**config.mk**
```make
export PLATFORM = sky130hd
export DESIGN_NAME = bvs_ctrl
export DESIGN_NICKNAME = d
export VERILOG_FILES = /design/src/rtl/bvs_pkg.sv /design/src/rtl/bvs_ctrl.sv
export SDC_FILE = /design/constraint.sdc
export NUM_CORES = 1
export LEC_CHECK = 0
export BUFFER_PORTS_ARGS = -buffer_cell sky130_fd_sc_hd__buf_4
export CAP_MARGIN = 0
export CORE_UTILIZATION = 53
export CTS_CLUSTER_SIZE = 12
export DETAILED_ROUTE_END_ITERATION = 10
export HOLD_SLACK_MARGIN = 0.02
export PLACE_DENSITY = 0.83
export SYNTH_ARGS = -nofsm -noshare
export SYNTH_HDL_FRONTEND = slang
export SYNTH_SLANG_ARGS = --single-unit
export TNS_END_PERCENT = 30
```
**constraint.sdc**
```tcl
create_clock -name i_clk -period 6.3 [get_ports i_clk]
set_clock_uncertainty 0.05 [all_clocks]
set_input_delay 0.63 -clock i_clk [delete_from_list [all_inputs] [get_ports i_clk]]
set_output_delay 0.63 -clock i_clk [all_outputs]
set_load 0.005 [all_outputs]
```
**src/rtl/bvs_pkg.sv**
```systemverilog
// Shared widths, command and status codes, and the result record of the vector store.
package bvs_pkg;

    localparam int CW = 9;
    localparam int PW = 8;

    localparam logic [2:0] CMD_APPEND = 3'd0;
    localparam logic [2:0] CMD_REMOVE = 3'd1;
    localparam logic [2:0] CMD_ERASE  = 3'd2;
    localparam logic [2:0] CMD_SWAP   = 3'd3;
    localparam logic [2:0] CMD_READ   = 3'd4;
    localparam logic [2:0] CMD_CLEAR  = 3'd5;

    localparam logic [1:0] ST_OK    = 2'd0;
    localparam logic [1:0] ST_FULL  = 2'd1;
    localparam logic [1:0] ST_RANGE = 2'd2;

    localparam logic [CW-1:0] CAP_RESET = 9'd256;

    typedef struct packed {
        logic [1:0]    status;
        logic [CW-1:0] size;
        logic          rd_sel;
    } t_fin;

endpackage

```
**src/rtl/bvs_ctrl.sv**
```systemverilog
// Command sequencer: decodes each item, drives the element RAM and keeps the count.
module bvs_ctrl
    import bvs_pkg::*;
#(
    parameter int DEPTH      = 256,
    parameter int DATA_WIDTH = 32
) (
    input  logic                     i_clk,
    input  logic                     i_rst_n,
    input  logic                     i_in_valid,
    output logic                     o_in_ready,
    input  logic [2:0]               i_command,
    input  logic [DATA_WIDTH-1:0]    i_data_in,
    input  logic [PW-1:0]            i_pos_a,
    input  logic [PW-1:0]            i_pos_b,
    input  logic [CW-1:0]            i_cap,
    input  logic                     i_out_free,
    output logic                     o_fin_valid,
    output t_fin                     o_fin,
    output logic                     o_ram_we,
    output logic [$clog2(DEPTH)-1:0] o_ram_waddr,
    output logic [DATA_WIDTH-1:0]    o_ram_wdata,
    output logic                     o_ram_re,
    output logic [$clog2(DEPTH)-1:0] o_ram_raddr,
    input  logic [DATA_WIDTH-1:0]    i_ram_rdata
);

    localparam int AW = $clog2(DEPTH);
    localparam int XW = (AW > CW) ? AW : CW;

    localparam logic [2:0] S_IDLE  = 3'd0;
    localparam logic [2:0] S_SWAP1 = 3'd1;
    localparam logic [2:0] S_SWAP2 = 3'd2;
    localparam logic [2:0] S_SWAP3 = 3'd3;
    localparam logic [2:0] S_ERASE = 3'd4;
    localparam logic [2:0] S_FIN   = 3'd5;

    function automatic logic [AW-1:0] to_addr(input logic [CW-1:0] v);
        logic [XW-1:0] x;
        x = XW'(v);
        return x[AW-1:0];
    endfunction

    logic [2:0]            r_state, n_state;
    logic [CW-1:0]         r_count, n_count;
    logic [1:0]            r_status, n_status;
    logic                  r_rd_sel, n_rd_sel;
    logic [PW-1:0]         r_pa, n_pa;
    logic [PW-1:0]         r_pb, n_pb;
    logic [CW-1:0]         r_idx, n_idx;
    logic [DATA_WIDTH-1:0] r_tmp, n_tmp;

    logic          w_a_ok;
    logic          w_b_ok;
    logic          w_full;
    logic [CW-1:0] w_pa_x;
    logic [CW-1:0] w_pa_next;
    logic [CW:0]   w_idx_next2;

    assign w_pa_x      = CW'(i_pos_a);
    assign w_pa_next   = w_pa_x + CW'(1);
    assign w_a_ok      = w_pa_x < r_count;
    assign w_b_ok      = CW'(i_pos_b) < r_count;
    assign w_full      = (r_count >= i_cap) || (32'(r_count) >= DEPTH);
    assign w_idx_next2 = {1'b0, r_idx} + (CW+1)'(2);

    always_comb begin
        n_state     = r_state;
        n_count     = r_count;
        n_status    = r_status;
        n_rd_sel    = r_rd_sel;
        n_pa        = r_pa;
        n_pb        = r_pb;
        n_idx       = r_idx;
        n_tmp       = r_tmp;
        o_ram_we    = 1'b0;
        o_ram_waddr = '0;
        o_ram_wdata = '0;
        o_ram_re    = 1'b0;
        o_ram_raddr = '0;
        o_fin_valid = 1'b0;
        case (r_state)
            S_IDLE: begin
                if (i_in_valid) begin
                    n_status = ST_OK;
                    n_rd_sel = 1'b0;
                    n_pa     = i_pos_a;
                    n_pb     = i_pos_b;
                    n_state  = S_FIN;
                    case (i_command)
                        CMD_APPEND: begin
                            if (w_full) begin
                                n_status = ST_FULL;
                            end else begin
                                o_ram_we    = 1'b1;
                                o_ram_waddr = to_addr(r_count);
                                o_ram_wdata = i_data_in;
                                n_count     = r_count + CW'(1);
                            end
                        end
                        CMD_REMOVE: begin
                            if (r_count == '0) begin
                                n_status = ST_RANGE;
                            end else begin
                                n_count = r_count - CW'(1);
                            end
                        end
                        CMD_ERASE: begin
                            if (!w_a_ok) begin
                                n_status = ST_RANGE;
                            end else if (w_pa_next < r_count) begin
                                o_ram_re    = 1'b1;
                                o_ram_raddr = to_addr(w_pa_next);
                                n_idx       = w_pa_x;
                                n_state     = S_ERASE;
                            end else begin
                                n_count = r_count - CW'(1);
                            end
                        end
                        CMD_SWAP: begin
                            if (!w_a_ok || !w_b_ok) begin
                                n_status = ST_RANGE;
                            end else begin
                                o_ram_re    = 1'b1;
                                o_ram_raddr = to_addr(w_pa_x);
                                n_state     = S_SWAP1;
                            end
                        end
                        CMD_READ: begin
                            if (!w_a_ok) begin
                                n_status = ST_RANGE;
                            end else begin
                                o_ram_re    = 1'b1;
                                o_ram_raddr = to_addr(w_pa_x);
                                n_rd_sel    = 1'b1;
                            end
                        end
                        CMD_CLEAR: begin
                            n_count = '0;
                        end
                        default: begin
                            n_status = ST_RANGE;
                        end
                    endcase
                end
            end
            S_SWAP1: begin
                n_tmp       = i_ram_rdata;
                o_ram_re    = 1'b1;
                o_ram_raddr = to_addr(CW'(r_pb));
                n_state     = S_SWAP2;
            end
            S_SWAP2: begin
                o_ram_we    = 1'b1;
                o_ram_waddr = to_addr(CW'(r_pa));
                o_ram_wdata = i_ram_rdata;
                n_state     = S_SWAP3;
            end
            S_SWAP3: begin
                o_ram_we    = 1'b1;
                o_ram_waddr = to_addr(CW'(r_pb));
                o_ram_wdata = r_tmp;
                n_state     = S_FIN;
            end
            S_ERASE: begin
                o_ram_we    = 1'b1;
                o_ram_waddr = to_addr(r_idx);
                o_ram_wdata = i_ram_rdata;
                if (w_idx_next2 < {1'b0, r_count}) begin
                    o_ram_re    = 1'b1;
                    o_ram_raddr = to_addr(w_idx_next2[CW-1:0]);
                    n_idx       = r_idx + CW'(1);
                end else begin
                    n_count = r_count - CW'(1);
                    n_state = S_FIN;
                end
            end
            S_FIN: begin
                if (i_out_free) begin
                    o_fin_valid = 1'b1;
                    n_state     = S_IDLE;
                end
            end
            default: begin
                n_state = S_IDLE;
            end
        endcase
    end

    always_ff @(posedge i_clk) begin
        if (!i_rst_n) begin
            r_state <= S_IDLE;
            r_count <= '0;
        end else begin
            r_state <= n_state;
            r_count <= n_count;
        end
        r_status <= n_status;
        r_rd_sel <= n_rd_sel;
        r_pa     <= n_pa;
        r_pb     <= n_pb;
        r_idx    <= n_idx;
        r_tmp    <= n_tmp;
    end

    assign o_in_ready    = (r_state == S_IDLE);
    assign o_fin.status  = r_status;
    assign o_fin.size    = r_count;
    assign o_fin.rd_sel  = r_rd_sel;

endmodule
```
==> impl_metrics.tcl, run 1 <==
set metrics [dict create \
    synth-main-ff-cell "edfxtp_1" \
    cts_tree "yes" \
    ctsHoldBuffers 0 \
    synth.avg_cell_area_um2 9.60 \
    final_common_cell "buf_4" \
    slew_headroom_pct 12.1 \
    sw_frac_of_total_pct 43.3 \
    grt_start_max_net_pins 34 \
    async_flop_share_pct 0 \
    antenna_found_initial 0 \
    p_seq_share_pct 30.2 \
    drc_errors 0 \
    crit_type "reg2out" \
    firstDrtPassIters 9 \
    synth_nets 692 \
    core_um2 9730 \
    diodes 0 \
    routed_wl_um 16300 \
    combinationalPowerShare_pct 56.0 \
    hold_violations 0 \
    dp_cells 813 \
    slew_viol_final 0 \
    drt-initial-drc-count 569 \
    p_int_w 0.00170 \
    ctsResizeCount 0 \
    nNetsFinal 831 \
    cap_viol_max_count 0 \
    row_count 36 \
    drive_gt1_share_pct 28.7 \
    multiInputGateArea_um2 2910 \
    power_w 0.00300 \
    final_util_pct 69.3 \
    syn_to_final_growth_pct 27.3 \
    clk_path_buf_depth 2 \
    grt_remaining_overflow 0 \
    final.fill_count 795 \
    period_share_pct 72.4 \
    die-area_um2 10400 \
    clock-sinks 72 \
    clkTransAtPathRegs_ps 90 \
    drtAntennaViolNets 0 \
    cp-start-kind "flop" \
    timing.setup.tns_ps 0 \
    arrival_ps 3880 \
    hpwlAfterDp_um 12200 \
    rrSetupSlack_ps 2320 \
    die_w_um 102 \
    cts-root-buf "clkbuf_8" \
    setup_viol 0 \
    cts_buffers 9 \
    grt_usage_pct 30.9 \
    endpoint_kind "output pin" \
    postCtsSetupBuffers 0 \
    ys_seq_elements 72 \
    clock_latency_ps 360 \
    tightestPinTransition_ps 1320 \
    ios 160 \
    grt_pass1_vias 4776 \
    instances_no_fill 829 \
    rsz0062_at_grt "false" \
    viasPerCell 6.19 \
    max_freq_ghz 0.219 \
    port_buffers 159 \
    cp.required_ps 5620 \
    grt_pass1_wl_um 24500 \
    syn_area_um2 5300 \
    ff_latch_area_um2 2040 \
    hold_class "in2reg" \
    p_leak_nw 3.00 \
    min_period_ps 4560 \
    ys_seq_area_share_pct 38.5 \
    yosys.area.top_type_share_pct 34.0 \
    finalWeightedCongestion 1.05 \
    critPathMaxFanout 22 \
    final_cell_mix "buf_4, edfxtp_1, inv_1, ha_1, nand2_1" \
    initial_utilization_pct 54.5 \
    p_sw_w 0.00130 \
    avgRoutedWirePerCell_um 19.7 \
    die_h_um 102 \
    yosys-top-cells-area "edfxtp_1, ha_1, a222oi_1" \
    synthCells 552 \
    synth_edf_count 60 \
    outcome "finished clean" \
    htree_levels 3 \
    synth.largest_area_cell "edfxtp_1" \
    clkPwrFrac_pct 13.9 \
    ys_types 71 \
    num_vias 5129 \
    power-per-cell-area_nw_per_um2 445 \
    ir_drop_v 0.000249 \
    yosys_warnings 0 \
]
critical path: stages (launching register included):
cell      delay [ps]
dfxtp_1          640
nor3_1           450
nand2_1          160
inv_1            640
and4b_1          840
buf_4            380
a222oi_1         130
inv_1            150
buf_4            120
through the flow:
step                      instance area [um2]  hold WS, ps  setup WS (ps)
after floorplan                          5300          523           1580
after global placement                   6530          591           2180
after detailed placement                 6530          611           2120
after CTS                                6750          399           1790
after global routing                     6750          396           1550
final                                    6750          400           1740
worst paths after layout:
path                         from              end  cells past startpoint
hold reg to reg        r_count[8]       r_count[8]                      2
setup / recovery       r_state[0]  o_ram_wdata[12]                      8
hold / removal    i_ram_rdata[10]        r_tmp[10]                      1
setup reg to reg         r_idx[2]         r_idx[0]                      9
per-layer routing:
layer,GRT usage [%],wire length (um),vias up
li1,-,-,2386
met1,38.6,6500,2422
met2,53.5,7930,282
met3,3.97,1390,39
met4,13.5,501,0
met5,0,0,-
kinds of logic after synthesis:
group           count (synthesis)  synth area share [%]
fa+ha+maj                      44                  10.4
compound gates                152                  22.9
buf+inv                        87                  6.87
mux                             8                  1.51
xor+xnor                       19                  3.14
simple gates                  170                  16.7
flops                          72                  38.5
registers in the layout (all words and copies together) (netlist names):
name      flops
r_tmp        32
r_count       9
r_idx         9
r_pa          8
r_pb          8
r_state       3
r_status      2
r_rd_sel      1
power groups by stage:
stage	logic [W]	registers [W]	clock network, W
floorplan	0.00113	0.000801	0
global placement	0.00160	0.000902	0
detailed placement	0.00165	0.000912	0
CTS	0.00167	0.000903	0.000418
global route	0.00184	0.000922	0.000435
finish	0.00168	0.000905	0.000416
synthesized netlist by cell type, types with 2 or more instances:
cell / n
a211oi_1: 3
a21o_1: 2
a21oi_1: 20
a221o_1: 7
a221oi_1: 5
a222oi_1: 34
a22oi_1: 9
a31oi_1: 3
and2_1: 5
and3_1: 6
and4_1: 2
buf_2: 2
buf_4: 3
buf_6: 3
clkbuf_1: 24
dfxtp_1: 12
edfxtp_1: 60
ha_1: 44
inv_1: 53
mux2i_1: 8
nand2_1: 43
nand2b_1: 8
nand3_1: 30
nand4_1: 4
nor2_1: 31
nor2b_1: 10
nor3_1: 8
nor4_1: 3
o211a_1: 3
o211ai_1: 8
o21a_1: 2
o21ai_0: 33
o21ai_1: 5
or2_2: 5
xnor2_1: 10
xor2_1: 9
area by class of cell:
cell class,instances,area share (%)
multi-input combinational,393,43.1
sequential,72,30.3
timing repair buffer,162,18.0
inverter,53,2.95
tap,133,2.47
clock buffer,10,1.89
clock inverter,6,1.34
Note: power is estimated with default switching activity, not from simulation.
==> run 2, diff against run 1 <==
==> constraint.sdc (replaced) <==
create_clock -name i_clk -period 4.6 [get_ports i_clk]
set_clock_uncertainty 0.05 [all_clocks]
set_input_delay 0.46 -clock i_clk [delete_from_list [all_inputs] [get_ports i_clk]]
set_output_delay 0.46 -clock i_clk [all_outputs]
set_load 0.005 [all_outputs]
==> run 2 against run 1 <==
Final area is 0.28% higher. Via count hardly changed. Non-clock buffer count is 4 higher. Worst setup slack worse by 1200 ps. Critical path type unchanged. Core utilization is 0.19 points higher.
==> impl_metrics.tcl, run 2 (synthesized netlist as in run 1, its figures left out) <==
set metrics [dict create \
    dpl_cell_area_um2 6570 \
    timing.setup.tns_ps 0 \
    drtAntennaViolNets 0 \
    drive_gt1_share_pct 29.3 \
    slew_viol_final 0 \
    critPathMaxFanout 10 \
    rrSetupSlack_ps 980 \
    cp.required_ps 4090 \
    syn_to_final_growth_pct 27.6 \
    slew_headroom_pct 14.7 \
    hold_class "in2reg" \
    grt_start_max_net_pins 34 \
    post-route-cell-area_um2 6770 \
    avgRoutedWirePerCell_um 19.0 \
    regMostFlops "r_tmp" \
    dp_cells 817 \
    grt_remaining_overflow 0 \
    max_freq_ghz 0.244 \
    clock-sinks 72 \
    firstDrtPassIters 5 \
    cts_tree "yes" \
    finalWeightedCongestion 0.932 \
    instances_no_fill 833 \
    ir_drop_v 0.000255 \
    drc_errors 0 \
    htree_levels 3 \
    antenna_found_initial 0 \
    tightestPinTransition_ps 1280 \
    hpwlAfterDp_um 12100 \
    die-area_um2 10400 \
    final_common_cell "buf_4" \
    postCtsSetupBuffers 0 \
    die_h_um 102 \
    routed_wl_um 15900 \
    period_share_pct 89.1 \
    clk_path_buf_depth 2 \
    clkTransAtPathRegs_ps 90 \
    initial_utilization_pct 54.5 \
    ctsHoldBuffers 0 \
    grt_pass1_vias 4687 \
    grt_pass1_wl_um 23700 \
    cp-start-kind "flop" \
    num_vias 5131 \
    cp_cell_sequence "ha_1 -> and3_1 -> and3_2 -> xor2_1 -> ha_1 -> a21oi_1 -> nor2b_1 -> a2111oi_4 -> o211a_1 -> a22oi_1 -> nand3_1 -> buf_4" \
    ctsResizeCount 0 \
    reg_top3 "r_tmp (32), r_count (9), r_idx (9)" \
    die_w_um 102 \
    setup_viol 0 \
    drt-initial-drc-count 459 \
    rsz0062_at_grt "false" \
    viasPerCell 6.16 \
    ios 160 \
    port_buffers 159 \
    final_cell_mix "buf_4, edfxtp_1, inv_1, ha_1, nand2_1" \
    cts_buffers 9 \
    hold_violations 0 \
    holdWs_ps 231 \
    endpoint_kind "output pin" \
    grt_usage_pct 30.0 \
    cp_slowest_stage_delay_ps 480 \
    outcome "finished clean" \
    p_leak_nw 3.02 \
    cts-root-buf "clkbuf_8" \
    min_period_ps 4100 \
    core_um2 9730 \
    diodes 0 \
    crit_top_cell "ha_1" \
    crit_type "reg2out" \
    clock_latency_ps 360 \
    power-per-cell-area_nw_per_um2 599 \
    arrival_ps 3590 \
    largest_register_ffs 32 \
    cap_viol_max_count 0 \
    row_count 36 \
    cp_slowest_cell "edfxtp_1" \
    nNetsFinal 835 \
]
## run 2: cell types whose count changed in the layout (fill, tap and decap cells not counted)
| cell | before | now |
|---|---|---|
| buf_12 | 0 | 1 |
| clkinv_4 | 1 | 2 |
| bufinv_16 | 2 | 1 |
| clkbuf_1 | 1 | 0 |
| clkinv_2 | 0 | 2 |
| buf_4 | 162 | 165 |
| inv_6 | 2 | 1 |
## run 2: worst paths after layout
check / start / to / depth (start not counted)
setup / recovery: r_idx[1] / o_ram_raddr[5] / 12
hold / removal: i_pos_b[2] / r_pb[2] / 1
setup reg to reg: r_idx[1] / r_count[3] / 11
hold reg to reg: r_count[8] / r_count[8] / 2
## run 2: metrics by stage
| step | setup slack (ps) | power (W) | utilization (%) |
|---|---|---|---|
| after floorplan | 47.5 | 0.00264 | - |
| after global placement | 830 | 0.00344 | 67.5 |
| after detailed placement | 739 | 0.00352 | 67.5 |
| after CTS | 559 | 0.00404 | 69.5 |
| after global routing | 348 | 0.00434 | 69.5 |
| final | 499 | 0.00405 | 69.5 |
## run 2: cell type report
cell class | instances | area (um2)
fill | 768 | 2960
clock buffer | 9 | 124
sequential | 72 | 2040
multi-input combinational | 393 | 2910
timing repair buffer | 166 | 1260
tap | 133 | 166
clock inverter | 7 | 70.1
inverter | 53 | 199
## run 2: critical path, delay by kind of cell, from the launching register on
kind / cells / cell delay [ps]
buffers and inverters: 1 / 120
AOI/OAI and AO/OA: 4 / 1080
xor gates and xnor gates: 1 / 230
and+or+nand+nor: 4 / 730
DFF: 1 / 480
adders and majority gates: 2 / 570
## run 2: routing by layer
metal	global-route usage [%]	up-vias	wire length, um
met5	0	-	0
met4	9.56	0	244
met3	5.75	25	1380
met2	54.1	290	8060
met1	36.1	2416	6190
li1	-	2400	-
## run 2: report_power, final
group	internal [W]	switching, W
sequential	0.000965	0.000252
clock	0.000250	0.000253
combinational	0.00107	0.00126
total	0.00229	0.00177
==> run 3, diff against run 2 <==
--- a/config.mk
+++ b/config.mk
@@ -7,11 +7,11 @@
 export LEC_CHECK = 0
 export BUFFER_PORTS_ARGS = -buffer_cell sky130_fd_sc_hd__buf_4
 export CAP_MARGIN = 0
-export CORE_UTILIZATION = 53
+export CORE_UTILIZATION = 48
 export CTS_CLUSTER_SIZE = 12
 export DETAILED_ROUTE_END_ITERATION = 10
 export HOLD_SLACK_MARGIN = 0.02
-export PLACE_DENSITY = 0.83
+export PLACE_DENSITY = 0.79
 export SYNTH_ARGS = -nofsm -noshare
 export SYNTH_HDL_FRONTEND = slang
 export SYNTH_SLANG_ARGS = --single-unit
==> constraint.sdc (replaced) <==
create_clock -name i_clk -period 3.35 [get_ports i_clk]
set_clock_uncertainty 0.05 [all_clocks]
set_input_delay 0.335 -clock i_clk [delete_from_list [all_inputs] [get_ports i_clk]]
set_output_delay 0.335 -clock i_clk [all_outputs]
set_load 0.005 [all_outputs]
==> run 3 against run 2 <==
The flow now finishes with violations (negative setup slack). First-iteration DRC count up 65%. Final area is 7.9% higher. Global-route usage fell by 0.38 points. Combinational power is 67% higher. Non-clock buffer count grew 49. Sequential power increased by 26%. Highest routed layer unchanged.
==> impl_metrics.tcl, run 3 (synthesized netlist as in run 1, its figures left out) <==
set metrics [dict create \
    outcome "finished with violations" \
    violations "negative setup slack" \
    final_util_pct 67.7 \
    clk_path_buf_depth 2 \
    firstDrtPassIters 9 \
    die_h_um 107 \
    min_period_ps 3490 \
    cts_buffers 9 \
    largest_register_ffs 32 \
    clock-sinks 72 \
    finalWeightedCongestion 1.01 \
    p_leak_nw 3.29 \
    grt_pass1_wl_um 25900 \
    grt_start_max_net_pins 34 \
    regMostFlops "r_tmp" \
    power-per-cell-area_nw_per_um2 837 \
    htree_levels 3 \
    clock_latency_ps 350 \
    grt_remaining_overflow 0 \
    viasPerCell 6.18 \
    die-area_um2 11500 \
    core_um2 10800 \
    cp-start-kind "flop" \
    diodes 0 \
    nNetsFinal 884 \
    die_w_um 107 \
    dp_cells 858 \
    ios 160 \
    tightestPinTransition_ps 1090 \
    drc_errors 0 \
    hpwlAfterDp_um 13000 \
    setup_slack_ps -143 \
    row_count 38 \
    ir_drop_v 0.000435 \
    clkTransAtPathRegs_ps 80 \
    syn_to_final_growth_pct 37.8 \
    hold_class "in2reg" \
    period_share_pct 104 \
    avgRoutedWirePerCell_um 19.7 \
    grt_pass1_vias 5122 \
    setup_viol 16 \
    endpoint_kind "output pin" \
    hold_violations 0 \
    initial_utilization_pct 49.1 \
    drive_gt1_share_pct 36.4 \
    reg_top3 "r_tmp (32), r_count (9), r_idx (9)" \
    slew_headroom_pct 27.1 \
    cts_tree "yes" \
    routed_wl_um 17500 \
    num_vias 5497 \
    multiInputGateArea_um2 3050 \
    timing.setup.tns_ps -1460 \
    crit_type "reg2out" \
    rsz0062_at_grt "true" \
    slew_viol_final 0 \
    grt_usage_pct 29.7 \
    final_common_cell "buf_4" \
    pre_cts_ws_ps -79.4 \
    ff_latch_area_um2 2040 \
    final_cell_mix "buf_4, edfxtp_1, inv_1, nand2_1, ha_1" \
    arrival_ps 3110 \
    ff2ff_path_depth 15 \
    cp.required_ps 2960 \
    drtAntennaViolNets 0 \
    critPathMaxFanout 3 \
    cap_viol_max_count 0 \
    drt-initial-drc-count 758 \
    max_freq_ghz 0.286 \
    cts-root-buf "clkbuf_8" \
    final.fill_count 817 \
    antenna_found_initial 0 \
    port_buffers 159 \
    instances_no_fill 889 \
    hold_depth 1 \
]
run 3: cell count changes in the layout (fill, tap and decap cells not counted), moves of 3 or more:
cell / previous run / this run
a22oi_1: 9 / 4
a22oi_2: 0 / 5
and3_1: 6 / 3
and3_4: 0 / 4
buf_4: 165 / 208
buf_6: 0 / 7
run 3: through the flow:
step	cell area (um2)	hold slack [ps]	power, W
4_1_cts	7130	112	0.00587
3_3_place_gp	6830	474	0.00494
6_report	7300	119	0.00611
5_1_grt	7300	107	0.00650
2_1_floorplan	5310	384	0.00362
3_5_place_dp	6830	476	0.00508
run 3: final timing paths:
kind | from | end | slack [ps]
max reg2reg | r_idx[2] | r_count[7] | -140
min reg2reg | r_count[0] | r_count[0] | 580
max | r_idx[2] | o_ram_raddr[7] | -140
min | i_pos_b[1] | r_pb[1] | 120
run 3: repair_timing:
item                                    CTS  global route
hold buffers                              0             0
endpoints found under the setup margin    9            21
buffers inserted                          8             7
pin swaps                                 8            19
gates resized for setup                  10            22
run 3: layout make-up:
| type | instances | area share (%) |
|---|---|---|
| multi-input combinational | 393 | 41.8 |
| sequential | 72 | 28.0 |
| timing repair buffer | 215 | 22.5 |
| inverter | 53 | 2.72 |
| tap | 140 | 2.40 |
| clock buffer | 10 | 1.75 |
| clock inverter | 6 | 0.942 |
run 3: power by group:
part | internal, W | total (W) | switching [W]
Combinational | 0.00180 | 0.00388 | 0.00207
Clock | 0.000348 | 0.000696 | 0.000348
Sequential | 0.00133 | 0.00154 | 0.000214
Total | 0.00347 | 0.00611 | 0.00264
run 3: routing by layer:
metal / global-route usage (%) / wire, um / up-vias
met5: 0 / 0 / -
met4: 13.0 / 634 / 0
met3: 5.84 / 1600 / 54
met2: 53.3 / 8670 / 358
met1: 34.0 / 6600 / 2587
li1: - / - / 2498
run 3: critical path, stage by stage, from the launching register on:
cell and delay, ps:
edfxtp_1 430, ha_2 200, and3_4 180, and3_4 200
xor2_4 160, ha_4 290, and3_4 210, o211ai_1 120
o211a_1 270, buf_6 140, a222oi_1 270, nand2_1 160
buf_6 140
